### src/hdl/bst_pkg.sv
package bst_pkg;

	localparam int PATTERN_W = 51;
	localparam int ENTRY_W = 3;
	localparam int ROW_W = 6;
	localparam int WIDTH_W = 6;
	localparam int IDX_W = 6;
	localparam int BAL_W = 5;
	localparam int S_TDATA_W = 64;
	localparam int M_TDATA_W = 56;

	localparam int DEF_MAX_WIDTH = 32;
	localparam int DEF_MAX_ENTRIES = 17;
	localparam logic [WIDTH_W-1:0] WIDTH_RESET = 6'd8;

	typedef logic [ENTRY_W-1:0] kink_t;

	// kink codes
	localparam kink_t KC_NONE = 3'd0;
	localparam kink_t KC_ONE = 3'd1;
	localparam kink_t KC_OPEN = 3'd2;
	localparam kink_t KC_MID = 3'd3;
	localparam kink_t KC_CLOSE = 3'd4;

	typedef enum logic [2:0] {
		G_NONE,
		G_ADD,
		G_ILL,
		G_CUP,
		G_CLO,
		G_KLO,
		G_KUP
	} glob_t;

	typedef enum logic [2:0] {
		ST_IDLE,
		ST_RD_UP,
		ST_RD_LO,
		ST_LOOKUP,
		ST_WR_UP,
		ST_WR_LO,
		ST_WALK,
		ST_SHIFT_DONE
	} state_t;

	typedef struct packed {
		logic load;
		logic rd_up;
		logic rd_lo;
		logic lookup;
		logic wr_up;
		logic wr_lo;
		logic walk;
		logic shift;
	} cmd_t;

	typedef struct packed {
		logic illegal;
		logic walk_go;
		logic walk_stop;
	} stat_t;

	typedef struct packed {
		logic hit;
		kink_t code;
		logic [BAL_W-1:0] bal;
	} step_t;

	// new upper kink, indexed [upper][lower][cell]
	localparam kink_t TAB_TOP [5][5][2] = '{
		'{'{3'd0, 3'd1}, '{3'd0, 3'd2}, '{3'd0, 3'd2}, '{3'd0, 3'd3}, '{3'd0, 3'd3}},
		'{'{3'd0, 3'd1}, '{3'd0, 3'd2}, '{3'd0, 3'd2}, '{3'd0, 3'd3}, '{3'd0, 3'd3}},
		'{'{3'd0, 3'd2}, '{3'd0, 3'd2}, '{3'd0, 3'd2}, '{3'd0, 3'd2}, '{3'd0, 3'd2}},
		'{'{3'd0, 3'd3}, '{3'd0, 3'd3}, '{3'd0, 3'd3}, '{3'd0, 3'd3}, '{3'd0, 3'd3}},
		'{'{3'd0, 3'd4}, '{3'd0, 3'd3}, '{3'd0, 3'd3}, '{3'd0, 3'd3}, '{3'd0, 3'd3}}
	};

	// new lower kink
	localparam kink_t TAB_BOT [5][5][2] = '{
		'{'{3'd0, 3'd0}, '{3'd1, 3'd4}, '{3'd2, 3'd3}, '{3'd3, 3'd3}, '{3'd4, 3'd4}},
		'{'{3'd0, 3'd0}, '{3'd0, 3'd4}, '{3'd0, 3'd3}, '{3'd0, 3'd3}, '{3'd0, 3'd4}},
		'{'{3'd0, 3'd0}, '{3'd1, 3'd3}, '{3'd2, 3'd3}, '{3'd2, 3'd3}, '{3'd1, 3'd4}},
		'{'{3'd0, 3'd0}, '{3'd1, 3'd3}, '{3'd2, 3'd3}, '{3'd3, 3'd3}, '{3'd4, 3'd4}},
		'{'{3'd0, 3'd0}, '{3'd1, 3'd4}, '{3'd2, 3'd3}, '{3'd3, 3'd3}, '{3'd4, 3'd4}}
	};

	// global action
	localparam glob_t TAB_GLOB [5][5][2] = '{
		'{'{G_NONE, G_NONE}, '{G_NONE, G_NONE}, '{G_NONE, G_NONE}, '{G_NONE, G_NONE},
			'{G_NONE, G_NONE}},
		'{'{G_ADD, G_NONE}, '{G_ILL, G_NONE}, '{G_ILL, G_NONE}, '{G_ILL, G_NONE},
			'{G_ILL, G_NONE}},
		'{'{G_CLO, G_NONE}, '{G_CLO, G_NONE}, '{G_CLO, G_KLO}, '{G_NONE, G_NONE},
			'{G_NONE, G_NONE}},
		'{'{G_NONE, G_NONE}, '{G_NONE, G_NONE}, '{G_NONE, G_KLO}, '{G_NONE, G_NONE},
			'{G_NONE, G_NONE}},
		'{'{G_CUP, G_NONE}, '{G_CUP, G_NONE}, '{G_CUP, G_NONE}, '{G_CUP, G_KUP},
			'{G_CUP, G_KUP}}
	};

	// codes above the table range look up as empty
	function automatic kink_t fold_kink(input kink_t c);
		return (c > KC_CLOSE) ? KC_NONE : c;
	endfunction

endpackage

### src/hdl/bst_scan.sv
module bst_scan (
	input  bst_pkg::kink_t                  code,
	input  logic [bst_pkg::BAL_W-1:0]       bal,
	input  logic                            down,
	input  logic                            closing,
	output bst_pkg::step_t                  step
);
	import bst_pkg::*;

	kink_t s_code;
	kink_t t_code;
	logic bal_zero;

	assign s_code = down ? KC_OPEN : KC_CLOSE;
	assign t_code = down ? KC_CLOSE : KC_OPEN;
	assign bal_zero = (bal == '0);

	// one balance step of the nesting walk
	always_comb begin
		step.hit = 1'b0;
		step.code = code;
		step.bal = bal;
		if (code == s_code) begin
			step.bal = bal + 1'b1;
		end else if (closing && code == KC_MID && bal_zero) begin
			step.hit = 1'b1;
			step.code = s_code;
		end else if (code == t_code && bal_zero) begin
			step.hit = 1'b1;
			step.code = closing ? KC_ONE : KC_MID;
		end else if (code == t_code) begin
			step.bal = bal - 1'b1;
		end
	end

endmodule

### src/hdl/bst_ctrl.sv
module bst_ctrl (
	input  logic            clk,
	input  logic            arst_n,
	input  logic            in_valid,
	input  logic            out_free,
	input  bst_pkg::stat_t  stat,
	output bst_pkg::cmd_t   cmd,
	output logic            in_ready,
	output logic            out_load
);
	import bst_pkg::*;

	state_t state_q;
	state_t state_d;

	always_ff @(posedge clk or negedge arst_n) begin
		if (!arst_n) begin
			state_q <= ST_IDLE;
		end else begin
			state_q <= state_d;
		end
	end

	always_comb begin
		state_d = state_q;
		case (state_q)
			ST_IDLE: begin
				if (in_valid) state_d = ST_RD_UP;
			end
			ST_RD_UP: state_d = ST_RD_LO;
			ST_RD_LO: state_d = ST_LOOKUP;
			ST_LOOKUP: state_d = ST_WR_UP;
			ST_WR_UP: begin
				state_d = stat.illegal ? ST_SHIFT_DONE : ST_WR_LO;
			end
			ST_WR_LO: begin
				state_d = stat.walk_go ? ST_WALK : ST_SHIFT_DONE;
			end
			ST_WALK: begin
				if (stat.walk_stop) state_d = ST_SHIFT_DONE;
			end
			ST_SHIFT_DONE: begin
				if (out_free) state_d = ST_IDLE;
			end
			default: state_d = ST_IDLE;
		endcase
	end

	// shift and result load share the last state; shift fires with the load
	always_comb begin
		cmd = '0;
		in_ready = 1'b0;
		out_load = 1'b0;
		case (state_q)
			ST_IDLE: begin
				in_ready = 1'b1;
				cmd.load = in_valid;
			end
			ST_RD_UP: cmd.rd_up = 1'b1;
			ST_RD_LO: cmd.rd_lo = 1'b1;
			ST_LOOKUP: cmd.lookup = 1'b1;
			ST_WR_UP: cmd.wr_up = 1'b1;
			ST_WR_LO: cmd.wr_lo = 1'b1;
			ST_WALK: cmd.walk = 1'b1;
			ST_SHIFT_DONE: begin
				out_load = out_free;
				cmd.shift = out_free;
			end
			default: begin
			end
		endcase
	end

endmodule

### src/hdl/bst_dpath.sv
module bst_dpath #(
	parameter int MAX_ENTRIES = bst_pkg::DEF_MAX_ENTRIES
) (
	input  logic                             clk,
	input  bst_pkg::cmd_t                    cmd,
	input  logic [bst_pkg::WIDTH_W-1:0]      width,
	input  logic [bst_pkg::PATTERN_W-1:0]    pattern_in,
	input  logic                             top_border_in,
	input  logic                             bottom_border_in,
	input  logic [bst_pkg::ROW_W-1:0]        row_pos,
	input  logic                             even_column,
	input  logic                             cell_filled,
	output bst_pkg::stat_t                   stat,
	output logic [bst_pkg::PATTERN_W-1:0]    pattern_out,
	output logic                             top_border_out,
	output logic                             bottom_border_out,
	output logic                             disconnected,
	output logic                             illegal
);
	import bst_pkg::*;

	localparam int EIW = (MAX_ENTRIES > 1) ? $clog2(MAX_ENTRIES) : 1;
	localparam int PAD_W = MAX_ENTRIES * ENTRY_W;

	kink_t ent_q [MAX_ENTRIES];
	logic [ROW_W-1:0] k_q;
	logic cell_q;
	logic even_q;
	logic top_q;
	logic bot_q;
	kink_t up_q;
	kink_t lo_q;
	glob_t g_q;
	kink_t top_code_q;
	kink_t bot_code_q;
	logic [IDX_W-1:0] idx_q;
	logic [BAL_W-1:0] bal_q;
	logic down_q;
	logic closing_q;

	logic [IDX_W-1:0] half_len;
	logic [IDX_W-1:0] plen;
	logic idx_in;
	kink_t rd_code;
	logic [PAD_W-1:0] pat_pad;
	logic [PAD_W-1:0] pat_pack;
	step_t step;
	logic walk_in;
	logic walk_wr;
	logic is_ill;
	logic shift_en;
	logic next_down;
	logic next_closing;
	logic [IDX_W-1:0] up_start;
	logic [IDX_W-1:0] plen_m1;

	// pattern length w/2+1, capped at the entry count
	assign half_len = IDX_W'(width[WIDTH_W-1:1]) + 1'b1;
	assign plen = (half_len > IDX_W'(MAX_ENTRIES)) ? IDX_W'(MAX_ENTRIES) : half_len;
	assign plen_m1 = plen - 1'b1;

	// single read port; entries past the pattern read empty
	assign idx_in = (idx_q < plen);
	assign rd_code = idx_in ? ent_q[idx_q[EIW-1:0]] : KC_NONE;

	assign pat_pad = PAD_W'(pattern_in);

	assign is_ill = (g_q == G_ILL);
	assign next_down = (g_q == G_CLO) || (g_q == G_KLO);
	assign next_closing = (g_q == G_CUP) || (g_q == G_CLO);
	// in the lower-write cycle idx_q = kp+1, so kp-1 is idx_q-2
	assign up_start = ((idx_q - 2'd2) > plen_m1) ? plen_m1 : (idx_q - 2'd2);

	bst_scan u_scan (
		.code    (rd_code),
		.bal     (bal_q),
		.down    (down_q),
		.closing (closing_q),
		.step    (step)
	);

	assign walk_in = down_q ? idx_in : 1'b1;
	assign walk_wr = cmd.walk && walk_in && step.hit;

	assign stat.illegal = is_ill;
	assign stat.walk_go = (g_q == G_CUP || g_q == G_CLO || g_q == G_KLO || g_q == G_KUP)
		&& (next_down || idx_q != IDX_W'(1));
	assign stat.walk_stop = !walk_in || step.hit || (!down_q && idx_q == '0);

	// last-row shift of odd columns: k > w-2
	assign shift_en = !even_q && ((7'(k_q) + 7'd2) > 7'(width));

	always_ff @(posedge clk) begin
		if (cmd.load) begin
			for (int i = 0; i < MAX_ENTRIES; i++) begin
				ent_q[i] <= (IDX_W'(i) < plen) ? pat_pad[ENTRY_W*i +: ENTRY_W] : KC_NONE;
			end
		end else if (cmd.shift && shift_en) begin
			ent_q[0] <= KC_NONE;
			for (int i = 1; i < MAX_ENTRIES; i++) begin
				ent_q[i] <= (IDX_W'(i) < plen) ? ent_q[i-1] : KC_NONE;
			end
		end else if (cmd.wr_up && !is_ill && idx_in) begin
			ent_q[idx_q[EIW-1:0]] <= top_code_q;
		end else if (cmd.wr_lo && idx_in) begin
			ent_q[idx_q[EIW-1:0]] <= bot_code_q;
		end else if (walk_wr) begin
			ent_q[idx_q[EIW-1:0]] <= step.code;
		end
	end

	always_ff @(posedge clk) begin
		if (cmd.load) begin
			k_q <= row_pos;
			cell_q <= cell_filled;
			even_q <= even_column;
			top_q <= top_border_in;
			bot_q <= bottom_border_in;
			idx_q <= IDX_W'(row_pos[ROW_W-1:1]);
		end
		if (cmd.rd_up) begin
			up_q <= fold_kink(rd_code);
			idx_q <= idx_q + 1'b1;
		end
		if (cmd.rd_lo) begin
			lo_q <= fold_kink(rd_code);
			idx_q <= idx_q - 1'b1;
		end
		if (cmd.lookup) begin
			g_q <= TAB_GLOB[up_q][lo_q][cell_q];
			top_code_q <= TAB_TOP[up_q][lo_q][cell_q];
			bot_code_q <= TAB_BOT[up_q][lo_q][cell_q];
		end
		if (cmd.wr_up) begin
			idx_q <= idx_q + 1'b1;
		end
		if (cmd.wr_lo) begin
			down_q <= next_down;
			closing_q <= next_closing;
			bal_q <= ((g_q == G_CLO) && (lo_q == KC_OPEN)) ? BAL_W'(1) : '0;
			idx_q <= next_down ? (idx_q + 1'b1) : up_start;
		end
		if (cmd.walk) begin
			bal_q <= step.bal;
			idx_q <= down_q ? (idx_q + 1'b1) : (idx_q - 1'b1);
		end
	end

	always_comb begin
		pat_pack = '0;
		for (int i = 0; i < MAX_ENTRIES; i++) begin
			pat_pack[ENTRY_W*i +: ENTRY_W] = ent_q[i];
		end
	end

	// result word; the shift lands in the entries on the same edge, so the
	// shifted pattern is formed here
	logic [PAD_W-1:0] pat_final;
	always_comb begin
		pat_final = pat_pack;
		if (shift_en) begin
			pat_final = '0;
			for (int i = 1; i < MAX_ENTRIES; i++) begin
				pat_final[ENTRY_W*i +: ENTRY_W] = (IDX_W'(i) < plen) ? ent_q[i-1] : KC_NONE;
			end
		end
	end

	assign illegal = is_ill;
	assign pattern_out = is_ill ? '0 : PATTERN_W'(pat_final);
	assign top_border_out = !is_ill && (top_q || (k_q == '0 && cell_q));
	assign bottom_border_out = !is_ill
		&& (bot_q || ((7'(k_q) + 7'd1) == 7'(width) && cell_q));
	assign disconnected = !is_ill && (g_q == G_ADD);

endmodule

### src/hdl/boundary_signature_transition.sv
// channel   dir  handshake                    payload
// s_axis    in   s_axis_tvalid/s_axis_tready  s_axis_tdata, 64 bits
// m_axis    out  m_axis_tvalid/m_axis_tready  m_axis_tdata, 56 bits
// cfg       in   cfg_we (no wait)             cfg_wdata, board width
//
// after a word is taken the sequencer reads the upper and lower entries, looks
// up the tables and, unless illegal, writes the upper and lower entries; a close
// or connect then scans the pattern one entry per cycle through the scan unit
// arst_n clears the sequencer and the result valid and sets board width to 8
// the result sits in an output register; a new word is taken while it waits,
// and a finished word holds in the last state until that register frees
module boundary_signature_transition #(
	parameter int MAX_WIDTH = bst_pkg::DEF_MAX_WIDTH,
	parameter int MAX_ENTRIES = bst_pkg::DEF_MAX_ENTRIES
) (
	input  logic                              clk,
	input  logic                              arst_n,
	input  logic                              s_axis_tvalid,
	output logic                              s_axis_tready,
	// pattern_in[50:0], top_border_in[51], bottom_border_in[52],
	// row_pos[58:53], even_column[59], cell_filled[60], zeros[63:61]
	input  logic [bst_pkg::S_TDATA_W-1:0]     s_axis_tdata,
	output logic                              m_axis_tvalid,
	input  logic                              m_axis_tready,
	// pattern_out[50:0], top_border_out[51], bottom_border_out[52],
	// disconnected[53], illegal[54], zero[55]
	output logic [bst_pkg::M_TDATA_W-1:0]     m_axis_tdata,
	input  logic                              cfg_we,
	input  logic [bst_pkg::WIDTH_W-1:0]       cfg_wdata
);
	import bst_pkg::*;

	// board width register, saturated on write
	logic [WIDTH_W-1:0] width_q;

	// sequencer to datapath
	cmd_t cmd;
	stat_t stat;
	logic out_load;
	logic out_free;

	// result fields from the datapath
	logic [PATTERN_W-1:0] res_pattern;
	logic res_top;
	logic res_bot;
	logic res_disc;
	logic res_ill;

	// output register
	logic out_valid_q;
	logic [M_TDATA_W-1:0] out_data_q;

	always_ff @(posedge clk or negedge arst_n) begin
		if (!arst_n) begin
			width_q <= WIDTH_RESET;
		end else if (cfg_we) begin
			width_q <= (cfg_wdata > WIDTH_W'(MAX_WIDTH)) ? WIDTH_W'(MAX_WIDTH) : cfg_wdata;
		end
	end

	// output register is free when empty or being drained this cycle
	assign out_free = !out_valid_q || m_axis_tready;

	bst_ctrl u_ctrl (
		.clk      (clk),
		.arst_n   (arst_n),
		.in_valid (s_axis_tvalid),
		.out_free (out_free),
		.stat     (stat),
		.cmd      (cmd),
		.in_ready (s_axis_tready),
		.out_load (out_load)
	);

	bst_dpath #(
		.MAX_ENTRIES (MAX_ENTRIES)
	) u_dpath (
		.clk               (clk),
		.cmd               (cmd),
		.width             (width_q),
		.pattern_in        (s_axis_tdata[50:0]),
		.top_border_in     (s_axis_tdata[51]),
		.bottom_border_in  (s_axis_tdata[52]),
		.row_pos           (s_axis_tdata[58:53]),
		.even_column       (s_axis_tdata[59]),
		.cell_filled       (s_axis_tdata[60]),
		.stat              (stat),
		.pattern_out       (res_pattern),
		.top_border_out    (res_top),
		.bottom_border_out (res_bot),
		.disconnected      (res_disc),
		.illegal           (res_ill)
	);

	// result valid: set on load, cleared when taken
	always_ff @(posedge clk or negedge arst_n) begin
		if (!arst_n) begin
			out_valid_q <= 1'b0;
		end else if (out_load) begin
			out_valid_q <= 1'b1;
		end else if (m_axis_tready) begin
			out_valid_q <= 1'b0;
		end
	end

	// result payload
	always_ff @(posedge clk) begin
		if (out_load) begin
			out_data_q <= {1'b0, res_ill, res_disc, res_bot, res_top, res_pattern};
		end
	end

	assign m_axis_tvalid = out_valid_q;
	assign m_axis_tdata = out_data_q;

endmodule
### config.mk
export PLATFORM = sky130hd
export DESIGN_NAME = boundary_signature_transition
export DESIGN_NICKNAME = d
export VERILOG_FILES = /design/src/hdl/bst_pkg.sv /design/src/hdl/bst_scan.sv /design/src/hdl/bst_ctrl.sv /design/src/hdl/bst_dpath.sv /design/src/hdl/boundary_signature_transition.sv
export SDC_FILE = /design/constraint.sdc
export NUM_CORES = 1
export LEC_CHECK = 0
export BUFFER_PORTS_ARGS = -buffer_cell sky130_fd_sc_hd__buf_4
export CAP_MARGIN = 0
export CORE_UTILIZATION = 54
export CTS_CLUSTER_DIAMETER = 60
export CTS_CLUSTER_SIZE = 25
export DETAILED_ROUTE_END_ITERATION = 6
export PLACE_DENSITY_LB_ADDON = 0.3
export SLEW_MARGIN = 0
export SYNTH_ARGS = -nofsm -noshare
export SYNTH_HDL_FRONTEND = slang
export SYNTH_SLANG_ARGS = --single-unit
### constraint.sdc
create_clock -name clk -period 4.1 [get_ports clk]
set_input_delay 0.615 -clock clk [delete_from_list [all_inputs] [get_ports clk]]
set_output_delay 0.615 -clock clk [all_outputs]
set_load 0.03 [all_outputs]
After elaboration in Yosys (flattened, before gate mapping)

Memory sizes are Yosys's and may differ from the RTL's. A register that Yosys moved wholly into a read port is not among the register bits.
Index checks and enable logic that the tools add are counted.

Memory bits (read-only): 720
Register bits: 103
Input port bits: 75
Output and inout bits: 58
Bits in writable memories: 51
Memories: 4
Word-level logic and storage cells: 295

Bitwise gates (word level): 22
Reduce and logical (&&, ||, !) cells: 44
Order comparisons: 26
$add $sub $neg: 9
Mux-type cells: 145
Eq/ne operators: 25

Memory list:

| memory          | words | width | read ports | clocked after Yosys merged registers in | wr ports | RTL line         | text |
|---|---|---|---|---|---|---|---|
| (no name shown) | 8     | 30    | 1          | 0                                       | 0        | bst_dpath.sv:131 | `top_code_q <= TAB_TOP[up_q][lo_q][cell_q];` |
| (no name shown) | 8     | 30    | 1          | 0                                       | 0        | bst_dpath.sv:132 | `bot_code_q <= TAB_BOT[up_q][lo_q][cell_q];` |
| (no name shown) | 8     | 30    | 1          | 0                                       | 0        | bst_dpath.sv:130 | `g_q <= TAB_GLOB[up_q][lo_q][cell_q];` |
| u_dpath.ent_q   | 17    | 3     | 18         | 2                                       | 17       | bst_dpath.sv:25  | `kink_t ent_q [MAX_ENTRIES];` |

Operators by type and width:

| kind                  | number |
|---|---|
| $mux W3               | 69 |
| $mux W30              | 6 |
| $mux W6               | 17 |
| $bmux W6 S3           | 3 |
| $mux W51              | 1 |
| $lt A4 B6 Y1 const A  | 8 |
| $mux W5               | 8 |
| $mux W1               | 35 |
| $lt A3 B6 Y1 const A  | 4 |
| $pmux W3 S8           | 1 |
| $eq A3 B3 Y1 const B  | 7 |
| $or A1 B1 Y1          | 19 |
| $eq A3 B2 Y1 const B  | 6 |
| $logic_and A1 B1 Y1   | 18 |
| $logic_not A6 Y1      | 2 |
| $lt A1 B6 Y1 const A  | 2 |
| $lt A2 B6 Y1 const A  | 2 |
| $mux W4               | 3 |
| $sub A6 B1 Y6 const B | 2 |
| $logic_or A1 B1 Y1    | 10 |
| $ne A3 B3 Y1 const B  | 3 |
| $ge A4 B4 Y1 const B  | 2 |
| $not A3 Y4            | 2 |
| $add A6 B1 Y7 const B | 1 |
| other kinds (31)      | 40 |

Depth between registers and ports, before layout

Gate-level depths: netlist of the first run.

Word-level depth: 20
Mapped depth: 20

Hierarchy

From an unflattened synthesis of the first run, not the netlist that was laid out.

Cell total of the unflattened synthesis: 1,136
Area, all modules: 12,396.9 µm²

Modules (own cells, without submodules):

| module                        | instances | area an instance (µm²) | cells an instance | sequential area each (µm²) |
|---|---|---|---|---|
| bst_dpath                     | 1         | 9,824.4                | 971               | 4,124.0 |
| boundary_signature_transition | 1         | 1,955.6                | 83                | 1,828.0 |
| bst_scan                      | 1         | 372.9                  | 55                | 0.0 |
| bst_ctrl                      | 1         | 244.0                  | 27                | 75.1 |

Worst setup path after synthesis of the first run

OpenSTA, ideal clock, no wires.

Path type: reg-to-reg
Start point: register width_q[3]
End point: register u_dpath.bal_q[4] (data pin)
Data required time: 3.842 ns
Period minus slack after synthesis: 4.339 ns
Cell stages (with the launch flop): 19
Path slack: -0.239 ns
Data arrival time: 4.081 ns
Cells stage by stage: dfstp_2 > clkbuf_1 > xor2_1 > and2_1 > clkbuf_1 > clkinv_1 > ha_1 > o211ai_1 > a221oi_1 > or2_2 > clkbuf_1 > nand2b_1 > or2_2 > fa_1 > a21o_1 > a21oi_1 > xnor2_1 > xnor2_1 > nor2_1

Word-level cells in the longest chain between the ends: 8

RTL lines:

| item                   | RTL line                            | text |
|---|---|---|
| start, declared        | boundary_signature_transition.sv:34 | `logic [WIDTH_W-1:0] width_q;` |
| start signal, assigned | boundary_signature_transition.sv:57 | `width_q <= (cfg_wdata > WIDTH_W'(MAX_WIDTH)) ? WIDTH_W'(MAX_WIDTH) : cfg_wdata;` |
| $add A5 B1 Y6 *        | bst_dpath.sv:58                     | `assign half_len = IDX_W'(width[WIDTH_W-1:1]) + 1'b1;` |
| $gt A6 B5 Y1           | bst_dpath.sv:59                     | `assign plen = (half_len > IDX_W'(MAX_ENTRIES)) ? IDX_W'(MAX_ENTRIES) : half_len;` |
| $mux W6 *              | bst_dpath.sv:59                     |  |
| $lt A6 B6 Y1 *         | bst_dpath.sv:63                     | `assign idx_in = (idx_q < plen);` |
| $mux W3 *              | bst_dpath.sv:64                     | `assign rd_code = idx_in ? ent_q[idx_q[EIW-1:0]] : KC_NONE;` |
| $eq A3 B3 Y1 *         | bst_scan.sv:23                      | `if (code == s_code) begin` |
| $mux W5 *              | bst_scan.sv:23                      |  |
| $mux W5 *              | bst_dpath.sv:143                    | `if (cmd.walk) begin` |
| end signal, assigned   | bst_dpath.sv:140                    | `bal_q <= ((g_q == G_CLO) && (lo_q == KC_OPEN)) ? BAL_W'(1) : '0;` |
| end signal, assigned   | bst_dpath.sv:144                    | `bal_q <= step.bal;` |
| end, declared          | bst_dpath.sv:37                     | `logic [BAL_W-1:0] bal_q;` |

Mark *: on every way between the ends. The rest lies on a longest branch, timed or not.
A chain may end at the register's enable or synchronous reset.

==> results of run 1 <==
==> final timing paths <==
kind                                  start                  end  slack (ps)  cells after the start
setup / recovery                 width_q[1]  u_dpath.ent_q[4][1]          50                     18
hold / removal             s_axis_tdata[51]        u_dpath.top_q         290                      1
setup reg to reg                 width_q[1]  u_dpath.ent_q[4][1]          50                     18
hold reg to reg                  width_q[0]           width_q[0]         550                      2
max in group asynchronous            arst_n           width_q[3]        3380                      2
min in group asynchronous            arst_n           width_q[0]         490                      2
==> layout make-up <==
type	instances	area [sq um]	share of cell area, %
Sequential cell	204	6000	42.2
Multi-Input combinational cell	839	5730	40.3
Timing Repair Buffer	188	1460	10.3
Clock buffer	18	429	3.02
Tap cell	280	350	2.46
Inverter	36	136	0.958
Clock inverter	11	116	0.818
==> worst max-delay path, delay by kind of cell (launching register included) <==
family                     cells  cell delay (ps)
and+or+nand+nor                4              560
buffers and inverters          3              420
adders and majority gates      2              450
muxes                          2              670
DFF                            1              450
AOI/OAI and AO/OA              7             1260
==> kinds of logic after synthesis <==
| logic type | synth area share [%] |
|---|---|
| buf+inv | 3.51 |
| simple gates | 15.9 |
| mux | 12.0 |
| flops | 50.1 |
| fa+ha+maj | 4.34 |
| other cells | 0.0627 |
| xor+xnor | 1.83 |
| compound gates | 12.3 |
==> cell usage in the layout (no fill, tap or decap), drive strengths merged, types with 8 or more instances in the layout <==
cell,n
a22oi,21
o21ai,57
and3,12
dfrtp,9
nand3b,10
a21oi,111
xor2,9
nor2,112
clkbuf,18
mux2i,10
or2,9
nand3,40
edfxtp,186
buf,187
and2,15
xnor2,16
nand2b,8
mux4,30
ha,40
nor3,16
inv,40
dfxtp,8
nand2,176
mux2,58
o21a,8
==> metal layers <==
layer / share of wire (%) / routed length (um)
met4: 4.5 / 1460
met5: 0 / 0
met3: 9.8 / 3200
met2: 46 / 15000
met1: 40 / 13100
==> registers in the layout, summed over array words and instances, names as in the netlist, 3 cells and up, named ones only <==
signal	cells
u_dpath.top_code_q	3
u_dpath.lo_q	3
u_dpath.idx_q	6
u_dpath.g_q	3
u_dpath.k_q	6
width_q	6
u_dpath.ent_q	96
u_dpath.bal_q	5
u_ctrl.state_q	3
m_axis_tdata	55
u_dpath.up_q	3
u_dpath.bot_code_q	3
==> per-stage QoR <==
stage               setup TNS (ps)  setup slack [ps]
floorplan                        0              5.34
global placement                 0              44.5
detailed placement           -34.9             -22.4
CTS                              0             0.425
global route                  -963             -69.5
finish                           0              52.8
==> power by group <==
group / switching [mW] / total, mW / internal [mW]
Combinational: 2.90 / 4.90 / 1.99
Clock: 0.818 / 1.63 / 0.808
Sequential: 0.436 / 3.44 / 3.00
Total: 4.15 / 9.96 / 5.80
==> what timing repair did <==
item | in CTS | in global routing
gates cloned | 0 | 1
hold buffers | 1 | 0
endpoints found under the setup margin | 13 | 100
endpoints found under the hold margin | 9 | 0
pin swaps | 1 | 1
buffers inserted | 0 | 4
gates resized for setup | 2 | 31
==> impl_results.md, run 1 <==
- Status: finished, violations left
- Failing checks: design-rule violations
- Synth Flop Type: edfxtp_1
- Yosys warnings: 0
- Worst Path Arrival: about 4300 ps
- CTS tree: yes
- Crit path max fanout: 10
- Number of synthesized flops with an enable pin: roughly 190
- Synth cell count leaders: 186 x edfxtp_1, 174 x nand2_1, 111 x a21oi_1, 106 x nor2_1, 58 x mux2_2
- Chip height: 151 um
- Yosys cell types: 66
- Grt peak-use layer: met2
- Die Footprint: between 20000 and 25000 sq um
- Vias in the first global route: just over 9000
- WS Path Type: flip-flop to flip-flop
- Post-synth top area share: roughly 47%
- CTS max path bufs: 3
- Filler instances: roughly 1700
- Worst vdd ir: about 0.47 mV
- GR Util met3: between 5 and 6%
- Overall Power: around 10 mW
- Hold crit path type: input port to flip-flop
- Pwr dens: 700 nW/um^2
- Design area: roughly 14000 sq um
- Router iterations before antenna repair: 7
- # diodes: 0
- CTS sink cnt: slightly above 200
- Routed wire per std cell: 20.8 um
- Residual DRC: 1
- Top Ports: between 100 and 150
- Core area: 21800 sq um
- NumNets Final: about 1400
- Pin count of the biggest net entering global routing: between 50 and 60
- RSZ-0062 raised after global routing: yes
- Largest area contributor in the netlist: edfxtp_1
- Most numerous cell in the Yosys netlist: edfxtp_1
- Post-route ant nets: 0
- Initial antenna violation count: 0
- Starting density of the core: a little under three fifths
- Hold Slack: 287 ps
- Clock root buffer: clkbuf_16
- Req. time, crit path: roughly 4400 ps
- Fin util: about two thirds
- Mean Syn Cell Area: around 10 sq um
- IO Port Bufs: ~130
- Layout Cells excl Fill: roughly 1600
- Syn nets: approximately 1300
- Vias per cell: a little over 6
- Crit-path max cell delay: ~450 ps
- Met2 usage: 44.8%
- Max Cap Violations: 0
- Die X: roughly 150 um
- Row cnt: 54
- Crit. End Element: flip-flop
- Gr ovfl total: 0
- Clock-pin slew on the worst setup and hold paths: around 90 ps
- CTS buffer count: 17
- Final Wtd Congestion: roughly 0.97
- DPL Wire Length: 23900 um
- GR Util met1: a little under two fifths
- Worst-skew pair later-pin latency: roughly 500 ps
- Vias: roughly 10000
- Sequential-to-total area share from yosys stat: between 50% and 60%
- Period Utilization, post-route: approximately 99%
- Cell area after synthesis: 12000 sq um
- Minimum clock period: 4050 ps
- Final wirelength: ~33000 um
- Leak: about 5.5 nW
- Tot GR Track Use: 28.6%
- Final setup viols: 0
- Post-DP Area: around 13000 sq um
- Worst-path cell chain: ha_4 > nor2_1 > nand2_1 > a21oi_2 > o21a_1 > inv_1 > ha_1 > nor2b_1 > o211ai_1 > a221oi_2 > buf_4 > or3_1 > mux2i_4 > o22ai_1 > a21oi_2 > buf_4 > o21ai_2 > mux2_2
- DR iter-0 viols: 1040
- Relative slew margins: 43.7%
- Synth-to-layout area growth: 18.8%
- F_max: 0.247 GHz
- Share of layout cells above drive strength 1: roughly 27%
- Slew @ Worst Pin: around 840 ps
- Seq cells post-synth: 204
- H-tree levels: 1
- Startpoint type of the worst setup path: flip-flop
- Fin. Hold Viols: 0
- Top area cells in the synthesized netlist: edfxtp_1 47%, mux4_2 5.6%, mux2_2 5.5%, nand2_1 5.5%, a21oi_1 4.6%
- Placed cells: around 1500
- Critical Path Slowest Stage Cell: dfrtp_2
- Mapped Cells: roughly 1100
- Clk_skew: roughly 25 ps
- Asr flop ratio synth: between 4 and 5%
- Slew Viols, Final: 0
- First-pass GRT wire length: about 50000 um
(Power assumes the default switching activity.)
==> run 2, diff against run 1 <==
- SYNTH_HIERARCHICAL: default -> 1
==> run 2 against run 1 <==
Against the previous run:
- the run ends with design-rule violations, negative setup slack left
- critical path type unchanged
- largest power group unchanged
- sequential power barely moved
- via count is 6.0% higher
- routed wire length grew 5.5%
- highest routed layer unchanged
- design area rose by 12%
- clock power grew 9%
==> impl_results.md, run 2 <==
- Pre-CTS setup slack: -495 ps
- Most frequent cells in the layout: 246 x buf_4, 189 x edfxtp_1, 134 x nand2_1
- Mapped Cells: 1136
- H-tree levels: 1
- Sequential-to-total area share from yosys stat: roughly 50%
- Synth-to-layout area growth: 28.3%
- NumNets Final: roughly 1500
- Share of layout cells above drive strength 1: around a third
- Final Wtd Congestion: between 0.9 and 1
- Clk_skew: roughly 18 ps
- Top Ports: ~130
- Syn nets: roughly 1200
- Overall Power: 11.3 mW
- Residual DRC: 1
- Max reg flops: 96
- CTS tree: yes
- Switching power: about 4.7 mW
- Worst-path cell chain: inv_2 > ha_2 > nor3b_2 > o21ai_1 > o211ai_1 > buf_4 > nand2_1 > ha_1 > nor2b_4 > o31ai_4 > a31oi_4 > and2_4 > nor2_4 > or3b_4 > a21oi_4 > a41oi_2 > nor2_2 > and2_4 > o21a_1 > buf_12 > buf_6 > nand4_1 > mux2_2
- RSZ-0062 raised after global routing: yes
- CTS sink cnt: approximately 200
- Worst-skew pair later-pin latency: slightly above 500 ps
- Design area: 15900 sq um
- Row cnt: between 50 and 60
- Core area: approximately 23000 sq um
- Fin. Hold Viols: 0
- Minimum clock period: ~4400 ps
- Filler instances: ~1500
- Chip height: around 150 um
- F_max: about 0.23 GHz
- Largest area contributor in the netlist: edfxtp_1
- Slew @ Worst Pin: ~1200 ps
- Vias in the first global route: just over 10000
- DPL Wire Length: 23900 um
- # diodes: 0
- Period Utilization, post-route: 108%
- DR iter-0 viols: between 900 and 1000
- Failing checks: design-rule violations, negative setup slack
- Sw frac: about two fifths
- Final wirelength: ~35000 um
- CTS max path bufs: 3
- Clock-pin slew on the worst setup and hold paths: 70 ps
- Pin count of the biggest net entering global routing: 59
- Synth cell count leaders: 189 x edfxtp_1, 152 x nand2_1, 75 x a21oi_1, 75 x nor2_1, 64 x nand3_1
- Post-synth top area share: approximately 46%
- Seq cells post-synth: a little over 200
- Most numerous cell in the Yosys netlist: edfxtp_1
- Max Cap Violations: 0
- Router iterations before antenna repair: 7
- Worst Path Arrival: approximately 4700 ps
- Yosys warnings: 6
- Hold crit path type: input port to flip-flop
- Worst setup margin: -308 ps
- Status: finished, violations left
- Cell area after synthesis: ~12000 sq um
- Pwr dens: approximately 700 nW/um^2
- Startpoint type of the worst setup path: flip-flop
- Gr ovfl total: 0
- Routed wire per std cell: approximately 21 um
- Mean Syn Cell Area: approximately 11 sq um
- IO Port Bufs: between 100 and 150
- Synth Flop Type: edfxtp_1
- Sequential Power Share: 30.3%
- Critical Path Slowest Stage Cell: dfrtp_2
- Vias per cell: 6.23
- Post-DP Area: ~14000 sq um
- Crit path max fanout: 8
- Crit-path max cell delay: roughly 440 ps
- Hold Slack: 285 ps
- Post-route ant nets: 0
- Comb power frac: between 50% and 60%
- Starting density of the core: 54.9%
- Req. time, crit path: between 4000 and 5000 ps
- Die X: approximately 150 um
- Relative slew margins: approximately 18%
- Clock root buffer: clkbuf_16
- Slew Viols, Final: 0
- Number of synthesized flops with an enable pin: about 190
- WS Path Type: flip-flop to flip-flop
- Tot GR Track Use: ~29%
- Clock power frac: between 15 and 20%
- Initial antenna violation count: 0
- Fin util: a little over two thirds
- Worst vdd ir: a little under 0.4 mV
- CTS buffer count: 20
- First-pass GRT wire length: roughly 53000 um
- Final setup viols: between 150 and 200
- Internal power: about 6.6 mW
- Die Footprint: 23600 sq um
- CP dominant cell by count: and2_4
- Vias: a little over 10000
- Commonest non-fill, non-tap cell in the layout: buf_4
- Asr flop ratio synth: 4.90%
- Crit. End Element: flip-flop
- Top area cells in the synthesized netlist: edfxtp_1 46%, mux4_2 5.5%, mux2i_1 4.7%, nand2_1 4.6%, ha_1 3.6%
- Leak: roughly 6.4 nW
- Biggest register: u_dpath/ent_q
- Yosys cell types: 84
run 2: cell types whose count changed after synthesis, moves of 7 or more:
cell      before  now
mux2_2        58   36
nand4_1        7   14
nand3_1       40   64
mux2i_1        9   58
or2_2          8    1
nand2_1      174  152
inv_1         34   41
a22oi_1       21    7
nor2_1       106   75
buf_4          2    9
buf_2          9   19
a21oi_1      111   75
o21ai_0       55   26
clkbuf_1      55   42
run 2: critical path, delay by kind of cell (launching register included):
kind	cells	cell delay [ps]
AOI/OAI and AO/OA	7	1070
adders and majority gates	2	370
buffers and inverters	4	470
DFF	1	440
muxes	1	360
and+or+nand+nor	9	1450
run 2: metal layers:
metal / GRT usage [%] / part of all wire [%]
met5: 0 / 0
met4: 10.9 / 3.5
met3: 3.35 / 7.3
met2: 49.9 / 50
met1: 37.0 / 39
run 2: cells by family after synthesis:
kind of cell,count (synthesis),share of synthesized area [%]
compound gates,209,11.6
flops,204,48.6
buf+inv,117,4.07
xor+xnor,25,1.77
simple gates,412,16.2
mux,131,14.1
fa+ha+maj,36,3.63
other cells,2,0.0606
run 2: path summary, 6_finish.rpt:
path / start / endpoint / slack [ps] / cells past startpoint
hold reg to reg: u_dpath/bot_q / m_axis_tdata[52] / 560 / 2
setup reg to reg: width_q[1] / u_dpath/ent_q[4][2] / -310 / 23
min in group asynchronous: arst_n / width_q[5] / 480 / 2
setup / recovery: width_q[1] / u_dpath/ent_q[4][2] / -310 / 23
hold / removal: s_axis_tdata[53] / u_dpath/k_q[0] / 280 / 1
max in group asynchronous: arst_n / width_q[3] / 3390 / 2
run 2: power groups by stage:
stage	clock network, mW	logic [mW]	registers (mW)
after floorplan	0	3.43	3.58
after global placement	0	5.30	3.44
after detailed placement	0	5.43	3.45
after CTS	1.79	5.73	3.42
after global routing	1.87	6.52	3.49
final	1.77	6.12	3.43
run 2: timing repair:
action | in CTS | in global routing
endpoints found under the hold margin | 9 | 0
gates resized for setup | 72 | 39
endpoints found under the setup margin | 196 | 245
hold buffers | 1 | 0
pin swaps | 27 | 22
gates cloned | 0 | 2
buffers inserted | 37 | 16
run 2: through the flow:
stage,cells,TNS (ps)
after detailed placement,1578,-69760
after floorplan,1136,-78500
after global placement,1578,-45410
final,1663,-41050
after global routing,1663,-69840
after CTS,1651,-29350
run 2: final cells by class:
cell class	count	area [sq um]	area share, %
Clock buffer	23	533	3.35
Clock inverter	12	83.8	0.527
Inverter	44	175	1.10
Multi-Input combinational cell	816	6420	40.4
Sequential cell	204	6030	37.9
Tap cell	285	357	2.24
Timing Repair Buffer	279	2300	14.5
